`src/hw/rtl/kscl_pkg.sv`:
```
// Shared types, constants and helper functions for the keypad scanner with code lock.
// No dependencies; every other RTL file imports this package.
package kscl_pkg;

   localparam int COL_COUNT      = 4;
   localparam int ROW_COUNT      = 4;
   localparam int CODE_LEN       = 4;
   localparam int CHAR_WIDTH     = 8;
   localparam int SCAN_GAP_WIDTH = 16;
   localparam int ENTRY_IDX_W    = 2;
   localparam int DIGITS_WIDTH   = 3;
   localparam int CSR_ADDR_WIDTH = 5;
   localparam int CSR_DATA_WIDTH = 32;

   // Register indexes (byte address / 4)
   localparam logic [2:0] REG_CODE_CHAR_0 = 3'd0;
   localparam logic [2:0] REG_CODE_CHAR_1 = 3'd1;
   localparam logic [2:0] REG_CODE_CHAR_2 = 3'd2;
   localparam logic [2:0] REG_CODE_CHAR_3 = 3'd3;
   localparam logic [2:0] REG_SCAN_GAP    = 3'd4;

   localparam logic [CHAR_WIDTH-1:0]     CODE_CHAR_0_RST = 8'd48;
   localparam logic [CHAR_WIDTH-1:0]     CODE_CHAR_1_RST = 8'd65;
   localparam logic [CHAR_WIDTH-1:0]     CODE_CHAR_2_RST = 8'd56;
   localparam logic [CHAR_WIDTH-1:0]     CODE_CHAR_3_RST = 8'd67;
   localparam logic [SCAN_GAP_WIDTH-1:0] SCAN_GAP_RST    = 16'd10;

   localparam logic [COL_COUNT-1:0] ALL_HIGH = 4'hF;

   typedef enum logic [1:0] {
      PH_GAP,
      PH_SCAN,
      PH_RELEASE
   } phase_type;

   // Key found under a driven row, handed from scanner to code lock
   typedef struct packed {
      logic       valid;
      logic [3:0] key;
   } key_evt_type;

   typedef logic [CODE_LEN-1:0][CHAR_WIDTH-1:0] code_type;

   function automatic logic [CHAR_WIDTH-1:0] key_char_of(input logic [3:0] key);
      logic [CHAR_WIDTH-1:0] ch;
      case (key)
         4'd0:    ch = 8'h31; // '1'
         4'd1:    ch = 8'h32; // '2'
         4'd2:    ch = 8'h33; // '3'
         4'd3:    ch = 8'h41; // 'A'
         4'd4:    ch = 8'h34; // '4'
         4'd5:    ch = 8'h35; // '5'
         4'd6:    ch = 8'h36; // '6'
         4'd7:    ch = 8'h42; // 'B'
         4'd8:    ch = 8'h37; // '7'
         4'd9:    ch = 8'h38; // '8'
         4'd10:   ch = 8'h39; // '9'
         4'd11:   ch = 8'h43; // 'C'
         4'd12:   ch = 8'h2A; // '*'
         4'd13:   ch = 8'h30; // '0'
         4'd14:   ch = 8'h23; // '#'
         default: ch = 8'h44; // 'D'
      endcase
      return ch;
   endfunction

   // Active-low drive pattern for one row
   function automatic logic [ROW_COUNT-1:0] row_drive_of(input logic [1:0] row);
      return ALL_HIGH & ~(4'b0001 << row);
   endfunction

   // Lowest-numbered low column; column 4 when only it is low or when none is low
   function automatic logic [1:0] first_low_col(input logic [COL_COUNT-1:0] cols);
      logic [1:0] c;
      if (!cols[0]) begin
         c = 2'd0;
      end else if (!cols[1]) begin
         c = 2'd1;
      end else if (!cols[2]) begin
         c = 2'd2;
      end else begin
         c = 2'd3;
      end
      return c;
   endfunction

endpackage

```
`src/hw/rtl/keypad_scan_code_lock_top.sv`:
```
// 4x4 keypad scanner with code lock: top level, CSR block, input and result registers.
// Depends on kscl_pkg, kscl_scan and kscl_lock.
//
// Each word on the req channel is one scan tick: the column levels read under the
// row pattern carried by the previous rsp word. Every req word yields exactly one
// rsp word. The block idles scan_gap ticks with all rows high, then drives rows
// 1..4 low one per tick; the first low column selects a key, the row is held until
// all columns read high, and the release tick reports the key's ASCII character.
// After four characters the entry is compared with the code registers; entry_done
// is raised on that word, with code_match when the entry matches. A word accepted
// lands in the input register and moves into the result register when that one is
// free or draining, and its rsp word is then valid; a new word is taken every
// cycle while the result register is free or draining, and req_stall rises only
// when both registers hold a word and rsp_stall is high. Throughput is one word
// per clock while the result register is not stalled, set by the state update
// between the two registers. CSR map (byte address): 0x00..0x0C code characters
// 1..4, 0x10 scan_gap. Write CSRs only when the block is idle.
module keypad_scan_code_lock_top
   import kscl_pkg::*;
#(
   parameter int GAP_COUNT_WIDTH = 16
) (
   input  logic                      clock,
   input  logic                      reset,
   // scan tick input
   input  logic                      req_valid,
   output logic                      req_stall,
   input  logic [COL_COUNT-1:0]      req_column_levels,
   // result output
   output logic                      rsp_valid,
   input  logic                      rsp_stall,
   output logic [ROW_COUNT-1:0]      rsp_row_drive,
   output logic                      rsp_key_valid,
   output logic [CHAR_WIDTH-1:0]     rsp_key_char,
   output logic                      rsp_entry_done,
   output logic                      rsp_code_match,
   output logic [DIGITS_WIDTH-1:0]   rsp_digits_entered,
   // register port
   input  logic                      psel,
   input  logic                      penable,
   input  logic                      pwrite,
   input  logic [CSR_ADDR_WIDTH-1:0] paddr,
   input  logic [CSR_DATA_WIDTH-1:0] pwdata,
   output logic [CSR_DATA_WIDTH-1:0] prdata,
   output logic                      pready
);

   // ---------------------------------------------------------------- CSRs
   code_type                  code_ff;
   logic [SCAN_GAP_WIDTH-1:0] scan_gap_ff;
   logic                      csr_wr;
   logic [2:0]                csr_idx;

   assign pready  = 1'b1;
   assign csr_wr  = psel && penable && pwrite;
   assign csr_idx = paddr[CSR_ADDR_WIDTH-1:2];

   always_ff @(posedge clock) begin
      if (reset) begin
         code_ff[0]  <= CODE_CHAR_0_RST;
         code_ff[1]  <= CODE_CHAR_1_RST;
         code_ff[2]  <= CODE_CHAR_2_RST;
         code_ff[3]  <= CODE_CHAR_3_RST;
         scan_gap_ff <= SCAN_GAP_RST;
      end else if (csr_wr) begin
         unique case (csr_idx)
            REG_CODE_CHAR_0: code_ff[0]  <= pwdata[CHAR_WIDTH-1:0];
            REG_CODE_CHAR_1: code_ff[1]  <= pwdata[CHAR_WIDTH-1:0];
            REG_CODE_CHAR_2: code_ff[2]  <= pwdata[CHAR_WIDTH-1:0];
            REG_CODE_CHAR_3: code_ff[3]  <= pwdata[CHAR_WIDTH-1:0];
            REG_SCAN_GAP:    scan_gap_ff <= pwdata[SCAN_GAP_WIDTH-1:0];
            default: ;  // unmapped: drop the write
         endcase
      end
   end

   always_comb begin
      unique case (csr_idx)
         REG_CODE_CHAR_0: prdata = CSR_DATA_WIDTH'(code_ff[0]);
         REG_CODE_CHAR_1: prdata = CSR_DATA_WIDTH'(code_ff[1]);
         REG_CODE_CHAR_2: prdata = CSR_DATA_WIDTH'(code_ff[2]);
         REG_CODE_CHAR_3: prdata = CSR_DATA_WIDTH'(code_ff[3]);
         REG_SCAN_GAP:    prdata = CSR_DATA_WIDTH'(scan_gap_ff);
         default:         prdata = '0;
      endcase
   end

   // ------------------------------------------------------ pipeline control
   // Stage 1 holds the accepted word; it advances into the result register
   // whenever that register is empty or being drained this cycle.
   logic                 in_valid_ff;
   logic [COL_COUNT-1:0] in_cols_ff;
   logic                 out_ready;
   logic                 step;
   logic                 req_take;

   assign out_ready = !rsp_valid || !rsp_stall;
   assign step      = in_valid_ff && out_ready;
   assign req_stall = in_valid_ff && !out_ready;
   assign req_take  = req_valid && !req_stall;

   always_ff @(posedge clock) begin
      if (reset) begin
         in_valid_ff <= 1'b0;
      end else if (!req_stall) begin
         in_valid_ff <= req_valid;
      end
   end

   always_ff @(posedge clock) begin
      if (req_take) begin
         in_cols_ff <= req_column_levels;
      end
   end

   // ------------------------------------------------------------ datapath
   key_evt_type             key_evt;
   logic [ROW_COUNT-1:0]    row_drive;
   logic                    key_valid;
   logic [CHAR_WIDTH-1:0]   key_char;
   logic                    entry_done;
   logic                    code_match;
   logic [DIGITS_WIDTH-1:0] digits_entered;

   kscl_scan #(
      .GAP_COUNT_WIDTH (GAP_COUNT_WIDTH)
   ) u_scan (
      .clock     (clock),
      .reset     (reset),
      .step      (step),
      .cols      (in_cols_ff),
      .scan_gap  (scan_gap_ff),
      .row_drive (row_drive),
      .key_evt   (key_evt)
   );

   kscl_lock u_lock (
      .clock          (clock),
      .reset          (reset),
      .step           (step),
      .key_evt        (key_evt),
      .code           (code_ff),
      .key_valid      (key_valid),
      .key_char       (key_char),
      .entry_done     (entry_done),
      .code_match     (code_match),
      .digits_entered (digits_entered)
   );

   // ------------------------------------------------------- result register
   logic                    rsp_valid_ff;
   logic [ROW_COUNT-1:0]    row_drive_ff;
   logic                    key_valid_ff;
   logic [CHAR_WIDTH-1:0]   key_char_ff;
   logic                    entry_done_ff;
   logic                    code_match_ff;
   logic [DIGITS_WIDTH-1:0] digits_ff;

   always_ff @(posedge clock) begin
      if (reset) begin
         rsp_valid_ff <= 1'b0;
      end else if (out_ready) begin
         rsp_valid_ff <= in_valid_ff;
      end
   end

   // Hold the word while the consumer stalls.
   always_ff @(posedge clock) begin
      if (step) begin
         row_drive_ff  <= row_drive;
         key_valid_ff  <= key_valid;
         key_char_ff   <= key_char;
         entry_done_ff <= entry_done;
         code_match_ff <= code_match;
         digits_ff     <= digits_entered;
      end
   end

   assign rsp_valid          = rsp_valid_ff;
   assign rsp_row_drive      = row_drive_ff;
   assign rsp_key_valid      = key_valid_ff;
   assign rsp_key_char       = key_char_ff;
   assign rsp_entry_done     = entry_done_ff;
   assign rsp_code_match     = code_match_ff;
   assign rsp_digits_entered = digits_ff;

endmodule

```
`src/hw/rtl/kscl_scan.sv`:
```
// Row scan sequencer: gap timer, row stepping, key capture and release wait.
// Depends on kscl_pkg.
module kscl_scan
   import kscl_pkg::*;
#(
   parameter int GAP_COUNT_WIDTH = 16
) (
   input  logic                      clock,
   input  logic                      reset,
   input  logic                      step,
   input  logic [COL_COUNT-1:0]      cols,
   input  logic [SCAN_GAP_WIDTH-1:0] scan_gap,
   output logic [ROW_COUNT-1:0]      row_drive,
   output key_evt_type               key_evt
);

   localparam int CMP_WIDTH = (GAP_COUNT_WIDTH > SCAN_GAP_WIDTH) ?
                              GAP_COUNT_WIDTH : SCAN_GAP_WIDTH;

   phase_type                  phase_ff, phase_in;
   logic [1:0]                 row_ff, row_in;
   logic [GAP_COUNT_WIDTH-1:0] gap_ff, gap_in;
   logic [3:0]                 held_ff, held_in;
   logic                       gap_running;

   assign gap_running = (CMP_WIDTH'(gap_ff) < CMP_WIDTH'(scan_gap)) && (gap_ff != '1);

   always_ff @(posedge clock) begin
      if (reset) begin
         phase_ff <= PH_GAP;
         row_ff   <= '0;
         gap_ff   <= '0;
         held_ff  <= '0;
      end else if (step) begin
         phase_ff <= phase_in;
         row_ff   <= row_in;
         gap_ff   <= gap_in;
         held_ff  <= held_in;
      end
   end

   always_comb begin
      phase_in  = phase_ff;
      row_in    = row_ff;
      gap_in    = gap_ff;
      held_in   = held_ff;
      row_drive = ALL_HIGH;
      key_evt   = '0;
      unique case (phase_ff)
         PH_SCAN: begin
            if (cols != ALL_HIGH) begin
               held_in   = {row_ff, first_low_col(cols)};
               phase_in  = PH_RELEASE;
               row_drive = row_drive_of(row_ff);
            end else if (row_ff != 2'd3) begin
               row_in    = row_ff + 2'd1;
               row_drive = row_drive_of(row_in);
            end else begin
               phase_in = PH_GAP;
               gap_in   = '0;
            end
         end
         PH_RELEASE: begin
            if (cols == ALL_HIGH) begin
               key_evt.valid = 1'b1;
               key_evt.key   = held_ff;
               phase_in      = PH_GAP;
               gap_in        = '0;
            end else begin
               row_drive = row_drive_of(row_ff);
            end
         end
         default: begin
            if (gap_running) begin
               gap_in = gap_ff + GAP_COUNT_WIDTH'(1);
            end else begin
               gap_in    = '0;
               phase_in  = PH_SCAN;
               row_in    = 2'd0;
               row_drive = row_drive_of(2'd0);
            end
         end
      endcase
   end

endmodule

```
`src/hw/rtl/kscl_lock.sv`:
```
// Code entry store and compare: keeps four entered characters, flags match on the fourth.
// Depends on kscl_pkg.
module kscl_lock
   import kscl_pkg::*;
(
   input  logic                    clock,
   input  logic                    reset,
   input  logic                    step,
   input  key_evt_type             key_evt,
   input  code_type                code,
   output logic                    key_valid,
   output logic [CHAR_WIDTH-1:0]   key_char,
   output logic                    entry_done,
   output logic                    code_match,
   output logic [DIGITS_WIDTH-1:0] digits_entered
);

   logic [CHAR_WIDTH-1:0]  entered_ff [CODE_LEN];
   logic [ENTRY_IDX_W-1:0] count_ff, count_in;
   logic [CHAR_WIDTH-1:0]  ch;
   logic                   last;

   assign ch   = key_char_of(key_evt.key);
   assign last = (count_ff == ENTRY_IDX_W'(CODE_LEN - 1));

   always_comb begin
      key_valid      = key_evt.valid;
      key_char       = key_evt.valid ? ch : '0;
      entry_done     = key_evt.valid && last;
      code_match     = entry_done &&
                       (entered_ff[0] == code[0]) &&
                       (entered_ff[1] == code[1]) &&
                       (entered_ff[2] == code[2]) &&
                       (ch == code[3]);
      digits_entered = DIGITS_WIDTH'(count_ff) + (key_evt.valid ? 3'd1 : 3'd0);
      // wraps to zero after the fourth character
      count_in       = key_evt.valid ? count_ff + ENTRY_IDX_W'(1) : count_ff;
   end

   always_ff @(posedge clock) begin
      if (reset) begin
         count_ff <= '0;
      end else if (step) begin
         count_ff <= count_in;
      end
   end

   always_ff @(posedge clock) begin
      if (step && key_evt.valid) begin
         entered_ff[count_ff] <= ch;
      end
   end

endmodule

```
`config.mk`:
```
export PLATFORM = sky130hd
export DESIGN_NAME = keypad_scan_code_lock_top
export DESIGN_NICKNAME = d
export VERILOG_FILES = /design/src/hw/rtl/kscl_pkg.sv /design/src/hw/rtl/keypad_scan_code_lock_top.sv /design/src/hw/rtl/kscl_scan.sv /design/src/hw/rtl/kscl_lock.sv
export SDC_FILE = /design/constraint.sdc
export NUM_CORES = 1
export LEC_CHECK = 0
export ABC_AREA = 0
export BUFFER_PORTS_ARGS = -buffer_cell sky130_fd_sc_hd__buf_2
export CORE_UTILIZATION = 35
export CTS_BUF_LIST = sky130_fd_sc_hd__clkbuf_16
export DETAILED_ROUTE_END_ITERATION = 8
export SLEW_MARGIN = 15
export SYNTH_ARGS = -nofsm -noshare
export SYNTH_HDL_FRONTEND = slang
export SYNTH_SLANG_ARGS = --single-unit
```
`constraint.sdc`:
```
create_clock -name clock -period 8.05 [get_ports clock]
set_input_delay 1.61 -clock clock [delete_from_list [all_inputs] [get_ports clock]]
set_output_delay 1.61 -clock clock [all_outputs]
set_load 0.02 [all_outputs]
```
==> metrics, run 1 <==
number of synthesized register bits 118; CP required 6.44 ns; first-pass GRT wire length 23.14 mm; Least-Margin Pin Slew 1.092 ns; Critical Setup Path Class input port to output port; worst hold stages 2; met2 wire len 6.328 mm; critical path endpoint category output port; # hold bufs at CTS 0; worst reg2reg startpoint u_scan.phase_ff[0]; multi-input combinational cell area 3017 µm²; outcome finished, final reports clean; core area 17240 µm²; initial antenna violation count 0; Hold Path Origin scan_gap_ff[11]; site row count 48; Leak 2.837 nW; CTS tree yes; Die X-Extent 134.5 µm; minimum clock period 5.108 ns; R2R cell count 12; cts bufs inserted 17; Synth warnings 0; crit path DAT 3.50 ns; number of synthesized flops with an enable pin 42; vias 4732; Reg clk slew, reported paths 0.05 ns; top cells by area, synth dfxtp_1 25%, edfxtp_1 21%, mux2i_1 8.3%; Routed Antenna Nets 0; WHS Endpoint scan_gap_ff[11]; Top FF cell, synth dfxtp_1; Critical Path Start Type input port; CTS root buf clkbuf_16; GRT Overall Usage 16.72%; PostCTS Resize Cnt 0; PD cells 189.6 nW/µm²; cell taking the most area after synthesis dfxtp_1; top-area cell type share of the netlist area 24.77%; num ports 101; Setup TNS Final 0 ns; H-tree level count 4; DRC Markers 0; share of post-route cells with drive strength above 1 14.11%; DP Wirelength 9.933 mm; final WL 14.47 mm; vias in the first global route 4270; post-DR vias/cell 4.992; number of antenna repair diodes 0; # fillers 1730; clk buf depth 2; syn avg cell area 9.365 µm²; Slew HR 26.92%; Slew Viols, Final 0; # clock sinks 118; Placed Cells 916; Hold Vio Cnt, Final 0; placer congestion estimate 0.7775; Die Area 18090 µm²; register area 2783 µm²; worst hold path type flop to flop; wire length per cell 15.26 µm; P&R area growth vs syn 15.05%; maximum VDD drop 0.1561 mV; worst skew pair latency 0.42 ns; Finished Layout Cells 948; FMAX 195.8 MHz; Final Net Count 789; Seq/Total Area, Yosys 45.30%; Routed met3 length 522 µm; unrepaired setup endpoints after global routing false; met1 wire length 7.471 mm; CP Max Fanout 21; reg-to-reg endpoint rsp_code_match; Initial Utilization 35.64%; drt pass-1 iters 7; post-synthesis instance total 656; Overflow after GRT 0; largest net degree at the start of global routing 63; Synth Cell Area 6143 µm²; uppermost layer routed met4; Setup Buffers After CTS 0; First DRT Iteration DRCs 312; Setup Viol. Count Final 0; Setup Skew 0.01491 ns; crit share post-route 63.45%; Max-cap violations 0; Die Y 134.5 µm; unique cell type count in the Yosys netlist 58; worst reg-to-reg setup slack 4.60 ns; Post-synth ARST share 0%; PortBufs 64
[report_power, final]
group	internal [mW]	switching, mW	leakage, nW
registers	0.622	0.00486	0.964
logic	0.0210	0.0498	1.61
clock network	0.381	0.262	0.262
[final cells by class]
class	instances	area share [%]
Multi-Input combinational cell	468	42.68
Sequential cell	118	39.37
Clock buffer	17	6.019
Timing Repair Buffer	67	4.850
Tap cell	225	3.983
Inverter	38	2.018
Clock inverter	15	1.080
[metrics by stage]
stage	util (%)	instance area (µm²)	power (mW)	worst slack, ns	hold WS [ns]
2_1_floorplan	-	6203	0.6913	3.554	0.4447
6_report	41.01	7068	1.340	2.942	0.4698
3_5_place_dp	38.10	6566	0.7100	2.912	0.4627
4_1_cts	41.01	7068	1.354	2.907	0.4722
3_3_place_gp	38.10	6566	0.7103	2.938	0.4562
5_1_grt	41.01	7068	1.393	2.789	0.4847
[cells in the final DEF (no fill, tap or decap), drive strengths merged, types with 10 or more instances in the layout]
| cell type | synthesis | routed |
|---|---|---|
| dfxtp | 76 | 76 |
| nor2 | 69 | 69 |
| a21oi | 42 | 42 |
| ha | 31 | 31 |
| nand2 | 68 | 68 |
| nand4 | 14 | 14 |
| o21ai | 13 | 13 |
| and3 | 13 | 13 |
| clkinv | 1 | 10 |
| edfxtp | 42 | 42 |
| xor2 | 21 | 21 |
| mux2i | 51 | 51 |
| and2 | 14 | 14 |
| buf | 25 | 67 |
| conb | 2 | 18 |
| clkbuf | 23 | 17 |
| nand3 | 22 | 22 |
| inv | 37 | 41 |
[cell families after synthesis]
group | synth area share, %
buf+inv | 6.578
compound gates | 11.04
xor+xnor | 3.707
fa+ha+maj | 6.314
simple gates | 18.64
other cells | 0.1222
mux | 8.310
flops | 45.30
[metal layers]
layer  track usage, %  vias up
li1                 -     2397
met1            24.12     2209
met2            24.50      115
met3            4.092       11
met4            5.056        0
met5                0        -
[worst max-delay path by stage]
| stage | from | slack [ns] | end | cells past startpoint |
|---|---|---|---|---|
| 2_1_floorplan | paddr[3] | 3.55 | prdata[6] | 6 |
| 3_3_place_gp | paddr[3] | 2.94 | prdata[13] | 5 |
| 3_5_place_dp | paddr[3] | 2.91 | prdata[10] | 5 |
| 4_1_cts | paddr[3] | 2.91 | prdata[13] | 5 |
| 5_1_grt | paddr[3] | 2.79 | prdata[10] | 5 |
| 6_report | paddr[3] | 2.94 | prdata[13] | 5 |
[cells in the mapped netlist, drive strengths merged, types with 14 or more instances]
cell type / instances
a21oi: 42
and2: 14
buf: 25
clkbuf: 23
dfxtp: 76
edfxtp: 42
ha: 31
inv: 37
mux2i: 51
nand2: 68
nand3: 22
nand4: 14
nor2: 69
xor2: 21
[flip-flops by register name (all words and copies together) (netlist names)]
register            count
code_ff                32
u_lock.entered_ff      21
scan_gap_ff            16
u_scan.gap_ff          16
rsp_key_char            7
in_cols_ff              4
rsp_row_drive           4
u_scan.held_ff          4
rsp_digits_entered      3
u_lock.count_ff         2
u_scan.phase_ff         2
u_scan.row_ff           2
in_valid_ff             1
rsp_code_match          1
rsp_entry_done          1
rsp_key_valid           1
rsp_valid               1
[worst max-delay path, cell delays in order]
cell and delay [ns]:
buf_2 0.29, nor2b_1 0.71, nor2b_1 0.53, and2_1 0.20, buf_2 0.15
Note: power is estimated with default switching activity, not from simulation.
==> run 2: changes to the inputs <==
- ABC_AREA: 0 -> 1
- clock period: 8.05 -> 5 ns (I/O delays scaled with it)
==> metrics, run 2 <==
outcome finished, final reports clean (unchanged); worst skew pair latency 0.41 ns (was 0.42 ns); critical path endpoint category output port (unchanged); # clock sinks 118 (unchanged); most common cell after layout, fill and taps aside nand2_1 (was dfxtp_1); CP required 4.00 ns (was 6.44 ns); most common cell in the netlist nand2_1 (was dfxtp_1); cell taking the most area after synthesis dfxtp_1 (unchanged); crit share post-route 67.45%; unrepaired setup endpoints after global routing false (unchanged); PD cells 302.4 nW/µm² (was 189.6 nW/µm²); crit path buf inv count 2 (unchanged); Top FF cell, synth dfxtp_1 (unchanged); Setup Skew 0.009207 ns (was 0.01491 ns); Synth warnings 0 (unchanged); num ports 101 (unchanged); cells along the critical path buf_2 -> nor2_1 -> nand2_1 -> o21ai_0 -> a221oi_1 -> o21ai_0 -> buf_2 (was buf_2 -> nor2b_1 -> nor2b_1 -> and2_1 -> buf_2); share of post-route cells with drive strength above 1 14.40% (was 14.11%); Die X-Extent 134.0 µm (was 134.5 µm); Initial Utilization 36.24% (was 35.64%); Die Area 17950 µm² (was 18090 µm²); Die Y 134.0 µm (was 134.5 µm); minimum clock period 3.373 ns; Routed Antenna Nets 0 (unchanged); Critical-path top delay cell nand2_1 (was nor2b_1); Overflow after GRT 0 (unchanged); CTS root buf clkbuf_16 (unchanged); initial antenna violation count 0 (unchanged); CTS tree yes (unchanged); Top delay family on crit path compound AO/OA/AOI/OAI gates (was simple AND/OR/NAND/NOR gates); worst hold path type flop to flop (unchanged); post-synthesis instance total 763 (was 656); number of synthesized flops with an enable pin 42 (unchanged); H-tree level count 4 (unchanged); Sequential Power Share 47.4% (was 46.8%); CP Max Fanout 15 (was 21); largest net degree at the start of global routing 38 (was 63); Largest register FFs 32 (unchanged); Setup Buffers After CTS 0 (unchanged); PortBufs 64 (unchanged); DRC Markers 0 (unchanged); Slew HR 43.13% (was 26.92%); Hold Path Origin in_valid_ff (was scan_gap_ff[11]); CP peak stage delay 0.41 ns (was 0.71 ns); top-area cell type share of the netlist area 24.96% (was 24.77%); FMAX 296.5 MHz; Clk pwr share 47.1% (was 47.9%); leading registers by flop count code_ff: 32 flops, u_lock.entered_ff: 21 flops (unchanged); Largest Register code_ff (unchanged); top cells by area, synth dfxtp_1 25%, edfxtp_1 21%, nand2_1 8.6% (was dfxtp_1 25%, edfxtp_1 21%, mux2i_1 8.3%); wire length per cell 13.57 µm (was 15.26 µm); Setup Viol. Count Final 0 (unchanged); most frequent cells in the layout 140 x nand2_1, 113 x inv_1, 112 x nor2_1 (was 76 x dfxtp_1, 69 x nor2_1, 67 x nand2_1); vias 4992 (was 4732); Slew Viols, Final 0 (unchanged); post-DR vias/cell 4.679 (was 4.992); PostCTS Resize Cnt 0 (unchanged); cts bufs inserted 17 (unchanged); First DRT Iteration DRCs 339 (was 312); logic gate share of total power 5.5% (was 5.3%); Setup TNS Final 0 ns (unchanged); drt pass-1 iters 5 (was 7); sw power 0.4927 mW (was 0.3162 mW); Final Net Count 913 (was 789); placer congestion estimate 0.8267 (was 0.7775); site row count 47 (was 48); Reg clk slew, reported paths 0.05 ns (about the same); worst reg2reg startpoint u_scan.phase_ff[0] (unchanged); unique cell type count in the Yosys netlist 41 (was 58); switch share 23.08% (was 23.59%); CP startpoint paddr[2] (was paddr[3]); # hold bufs at CTS 0 (unchanged); first-pass GRT wire length 22.87 mm (was 23.14 mm); DP Wirelength 10.57 mm (was 9.933 mm); Max-cap violations 0 (unchanged); Critical Setup Path Class input port to output port (unchanged); # fillers 1734 (was 1730); P&R area growth vs syn 15.85% (was 15.05%); syn avg cell area 7.988 µm² (was 9.365 µm²); Seq/Total Area, Yosys 45.66% (was 45.30%); Least-Margin Pin Slew 0.8500 ns (was 1.092 ns); maximum VDD drop 0.2399 mV (was 0.1561 mV); core area 16820 µm² (was 17240 µm²); Hold Vio Cnt, Final 0 (unchanged); Synth Cell Area 6095 µm² (was 6143 µm²); crit path DAT 2.37 ns (was 3.50 ns); number of synthesized register bits 118 (unchanged); Internal Power 1.643 mW (was 1.024 mW); Synth top cells by count 140 x nand2_1, 112 x nor2_1, 106 x inv_1 (was 76 x dfxtp_1, 69 x nor2_1, 67 x nand2_1); number of antenna repair diodes 0 (unchanged); Leak 3.097 nW (was 2.837 nW); vias in the first global route 4397 (was 4270); Post-synth ARST share 0% (unchanged); GRT Overall Usage 16.70% (was 16.72%); hold_ws 0.4728 ns (was 0.4698 ns); Critical Path Start Type input port (unchanged); final WL 14.48 mm (was 14.47 mm); clk buf depth 2 (unchanged)
[run 2: cell types whose count changed after synthesis, sizes merged, moves of 9 or more]
| cell | before | now |
|---|---|---|
| xor2 | 21 | 8 |
| a21oi | 42 | 51 |
| mux2i | 51 | 1 |
| and2 | 14 | 0 |
| nand4 | 14 | 4 |
| clkbuf | 23 | 9 |
| and3 | 13 | 0 |
| nand2 | 68 | 146 |
| inv | 37 | 114 |
| o21ai | 13 | 65 |
| nor2 | 69 | 121 |
[run 2: layer usage]
| layer | up-vias | track usage (%) | wire, µm |
|---|---|---|---|
| met1 | 2266 | 23.02 | 7172 |
| met4 | 0 | 5.492 | 161 |
| met3 | 11 | 4.271 | 725 |
| met5 | - | 0 | 0 |
| met2 | 125 | 25.33 | 6417 |
| li1 | 2590 | - | - |
[run 2: path summary, 6_finish.rpt]
check | slack [ns] | end | cells after the start
worst max-delay path | 1.63 | prdata[3] | 7
worst min-delay path | 0.47 | rsp_valid | 2
worst max register to register | 2.14 | rsp_code_match | 16
worst min register to register | 0.47 | rsp_valid | 2
[run 2: worst register-to-register path: cells and delay by family, from the launching register on]
family,cells,cell delay (ns)
simple gates,11,1.24
buf+inv,2,0.42
fa+ha+maj,2,0.63
compound gates,1,0.09
flops,1,0.34
[run 2: logic make-up (layout without fill, tap and decap cells)]
| logic type | after synthesis | count (layout) | synth area share, % |
|---|---|---|---|
| AOI/OAI and AO/OA | 139 | 139 | 12.75 |
| xor gates and xnor gates | 17 | 17 | 2.443 |
| adders and majority gates | 31 | 31 | 6.364 |
| buffers and inverters | 145 | 213 | 10.24 |
| DFF | 118 | 118 | 45.66 |
| muxes | 1 | 1 | 0.1642 |
| other | 2 | 18 | 0.1232 |
| and+or+nand+nor | 310 | 310 | 22.25 |
[run 2: power by group through the flow]
stage / clock network [mW] / logic (mW) / registers, mW
after floorplan: 0 / 0.0788 / 1.03
after global placement: 0 / 0.117 / 1.03
after detailed placement: 0 / 0.118 / 1.03
after CTS: 1.03 / 0.118 / 1.01
after global routing: 1.08 / 0.130 / 1.01
final: 1.01 / 0.117 / 1.01
[run 2: layout make-up]
| class | count | area, µm² | area share (%) |
|---|---|---|---|
| sequential | 118 | 2783 | 39.41 |
| multi-input combinational | 516 | 2748 | 38.92 |
| inverter | 115 | 431.7 | 6.114 |
| clock buffer | 17 | 425.4 | 6.025 |
| timing repair buffer | 66 | 335.3 | 4.749 |
| tap | 220 | 275.3 | 3.899 |
| clock inverter | 15 | 62.56 | 0.8861 |
[run 2: through the flow]
stage	util (%)	std cells	power, mW	area (µm²)	worst slack, ns
2_1_floorplan	-	779	1.113	6155	1.991
3_3_place_gp	39.08	1035	1.147	6573	1.592
3_5_place_dp	39.08	1035	1.148	6573	1.569
4_1_cts	41.98	1067	2.160	7061	1.566
5_1_grt	41.98	1067	2.217	7061	1.437
6_report	41.98	1067	2.135	7061	1.627
==> run 3: changes to the inputs <==
- ABC_AREA: 1 -> 0
- clock period: 5 -> 3.2 ns (I/O delays scaled with it)
==> metrics, run 3 (same netlist as run 1, synthesis figures left out) <==
leading registers by flop count code_ff: 32 flops, u_lock.entered_ff: 21 flops (unchanged); placed instance area 6619 µm² (was 6573 µm²); unrepaired setup endpoints after global routing false (unchanged); most common cell after layout, fill and taps aside dfxtp_1 (was nand2_1); share of post-route cells with drive strength above 1 15.62% (was 14.40%); Least-Margin Pin Slew 0.7521 ns (was 0.8500 ns); first-pass GRT wire length 23.07 mm (was 22.87 mm); Routed Antenna Nets 0 (unchanged); # hold bufs at CTS 0 (unchanged); CTS tree yes (unchanged); Sequential Power Share 43.5% (was 47.4%); crit path DAT 3.06 ns (was 2.37 ns); Setup Viol. Count Final 0 (unchanged); vias 4747 (was 4992); Largest Register code_ff (unchanged); CP Max Fanout 7 (was 15); initial antenna violation count 0 (unchanged); worst skew pair latency 0.42 ns (was 0.41 ns); Hold Vio Cnt, Final 0 (unchanged); H-tree level count 4 (unchanged); DP Wirelength 10.12 mm (was 10.57 mm); critical path endpoint category flop (was output port); Setup TNS Final 0 ns (unchanged); final WL 14.39 mm (was 14.48 mm); Setup Buffers After CTS 0 (unchanged); logic gate share of total power 5.0% (was 5.5%); Place WS 0.3989 ns (was 1.569 ns); Critical Path Start Type flop (was input port); wire length per cell 15.07 µm (was 13.57 µm); Die Area 18090 µm² (was 17950 µm²); Die Y 134.5 µm (was 134.0 µm); P&R area growth vs syn 17.17% (was 15.85%); core area 17240 µm² (was 16820 µm²); crit share post-route 88.42%; maximum VDD drop 0.4217 mV (was 0.2399 mV); worst setup slack after layout 0.3707 ns (was 1.627 ns); switch share 23.67% (was 23.08%); drt pass-1 iters 5 (unchanged); reg-to-reg endpoint rsp_code_match (unchanged); num ports 101 (unchanged); Internal Power 2.765 mW (was 1.643 mW); cts bufs inserted 17 (unchanged); Overflow after GRT 0 (unchanged); Max-cap violations 0 (unchanged); minimum clock period 2.829 ns; worst reg2reg startpoint in_cols_ff[1] (was u_scan.phase_ff[0]); R2R cell count 11 (was 16); most frequent cells in the layout 76 x dfxtp_1, 69 x nor2_1, 67 x nand2_1 (was 140 x nand2_1, 113 x inv_1, 112 x nor2_1); Hold Path Origin req_column_levels[1] (was in_valid_ff); number of antenna repair diodes 0 (unchanged); clk buf depth 2 (unchanged); Die X-Extent 134.5 µm (was 134.0 µm); Leak 2.873 nW (was 3.097 nW); post-DR vias/cell 4.971 (was 4.679); largest net degree at the start of global routing 53 (was 38); Final Instance Area 7198 µm² (was 7061 µm²); CP required 3.43 ns (was 4.00 ns); worst hold path type input port to flop (was flop to flop); Clk pwr share 51.4% (was 47.1%); sw power 0.8573 mW (was 0.4927 mW); Largest register FFs 32 (unchanged); DRC Markers 0 (unchanged); Critical Setup Path Class flop to flop (was input port to output port); outcome finished, final reports clean (unchanged); Slew Viols, Final 0 (unchanged); PostCTS Resize Cnt 0 (unchanged); Power Total 3.622 mW (was 2.135 mW); worst reg-to-reg setup slack 0.37 ns (was 2.14 ns); CTS root buf clkbuf_16 (unchanged); placer congestion estimate 0.7883 (was 0.8267); Final Net Count 796 (was 913); hold_ws 0.3930 ns (was 0.4728 ns); GRT Overall Usage 16.71% (was 16.70%); site row count 48 (was 47); vias in the first global route 4250 (was 4397); # clock sinks 118 (unchanged); PD cells 503.2 nW/µm² (was 302.4 nW/µm²); FMAX 353.4 MHz; PortBufs 64 (unchanged); Slew HR 49.80% (was 43.13%); First DRT Iteration DRCs 422 (was 339); WHS Endpoint in_cols_ff[1] (was rsp_valid); Reg clk slew, reported paths 0.06 ns (was 0.05 ns); Setup Skew 0.008695 ns (was 0.009207 ns); Initial Utilization 35.64% (was 36.24%); worst hold stages 1 (was 2)
run 3: worst max path at each step:
| stage | slack [ns] | start | cells after the start | to |
|---|---|---|---|---|
| 2_1_floorplan | 0.38 | u_scan.phase_ff[0] | 14 | rsp_code_match |
| 3_5_place_dp | 0.40 | paddr[3] | 6 | scan_gap_ff[0] |
| 4_1_cts | 0.36 | u_scan.phase_ff[0] | 12 | rsp_code_match |
| 3_3_place_gp | 0.45 | paddr[3] | 6 | scan_gap_ff[2] |
| 6_report | 0.37 | in_cols_ff[1] | 11 | rsp_code_match |
| 5_1_grt | 0.04 | u_scan.phase_ff[1] | 11 | rsp_code_match |
run 3: metrics by stage:
step | util, % | std cells
floorplan | - | 672
global route | 41.76 | 955
global placement | 38.40 | 923
finish | 41.76 | 955
detailed placement | 38.40 | 923
CTS | 41.76 | 955
run 3: critical path, stage by stage (launching register included):
cell and delay [ns]:
edfxtp_1 0.38, and4_1 0.37, nand2_2 0.09, inv_1 0.08, nand2_1 0.07, ha_1 0.34, nor2_1 0.13, a21oi_1 0.08
nor3b_1 0.50, xnor2_1 0.18, o311ai_0 0.14, nor4_1 0.28
run 3: layout make-up:
| type | instances | area [µm²] |
|---|---|---|
| multi-input combinational | 468 | 3017 |
| tap | 225 | 281.5 |
| inverter | 38 | 142.6 |
| timing repair buffer | 74 | 395.4 |
| fill | 1707 | 10040 |
| sequential | 118 | 2783 |
| clock inverter | 15 | 153.9 |
| clock buffer | 17 | 425.4 |
run 3: power by group through the flow:
stage                     Sequential (mW)  Clock [mW]  Combinational [mW]
after floorplan                      1.61           0               0.126
after global placement               1.61           0               0.182
after detailed placement             1.61           0               0.183
final                                1.58        1.86               0.182
after CTS                            1.58        1.90               0.183
after global routing                 1.58        1.97               0.199
run 3: per-layer routing:
layer / vias up / routed length (µm) / track usage [%]
li1: 2402 / - / -
met1: 2227 / 7393 / 24.04
met2: 106 / 6132 / 24.12
met3: 12 / 675 / 3.829
met4: 0 / 192 / 6.492
met5: - / 0 / 0
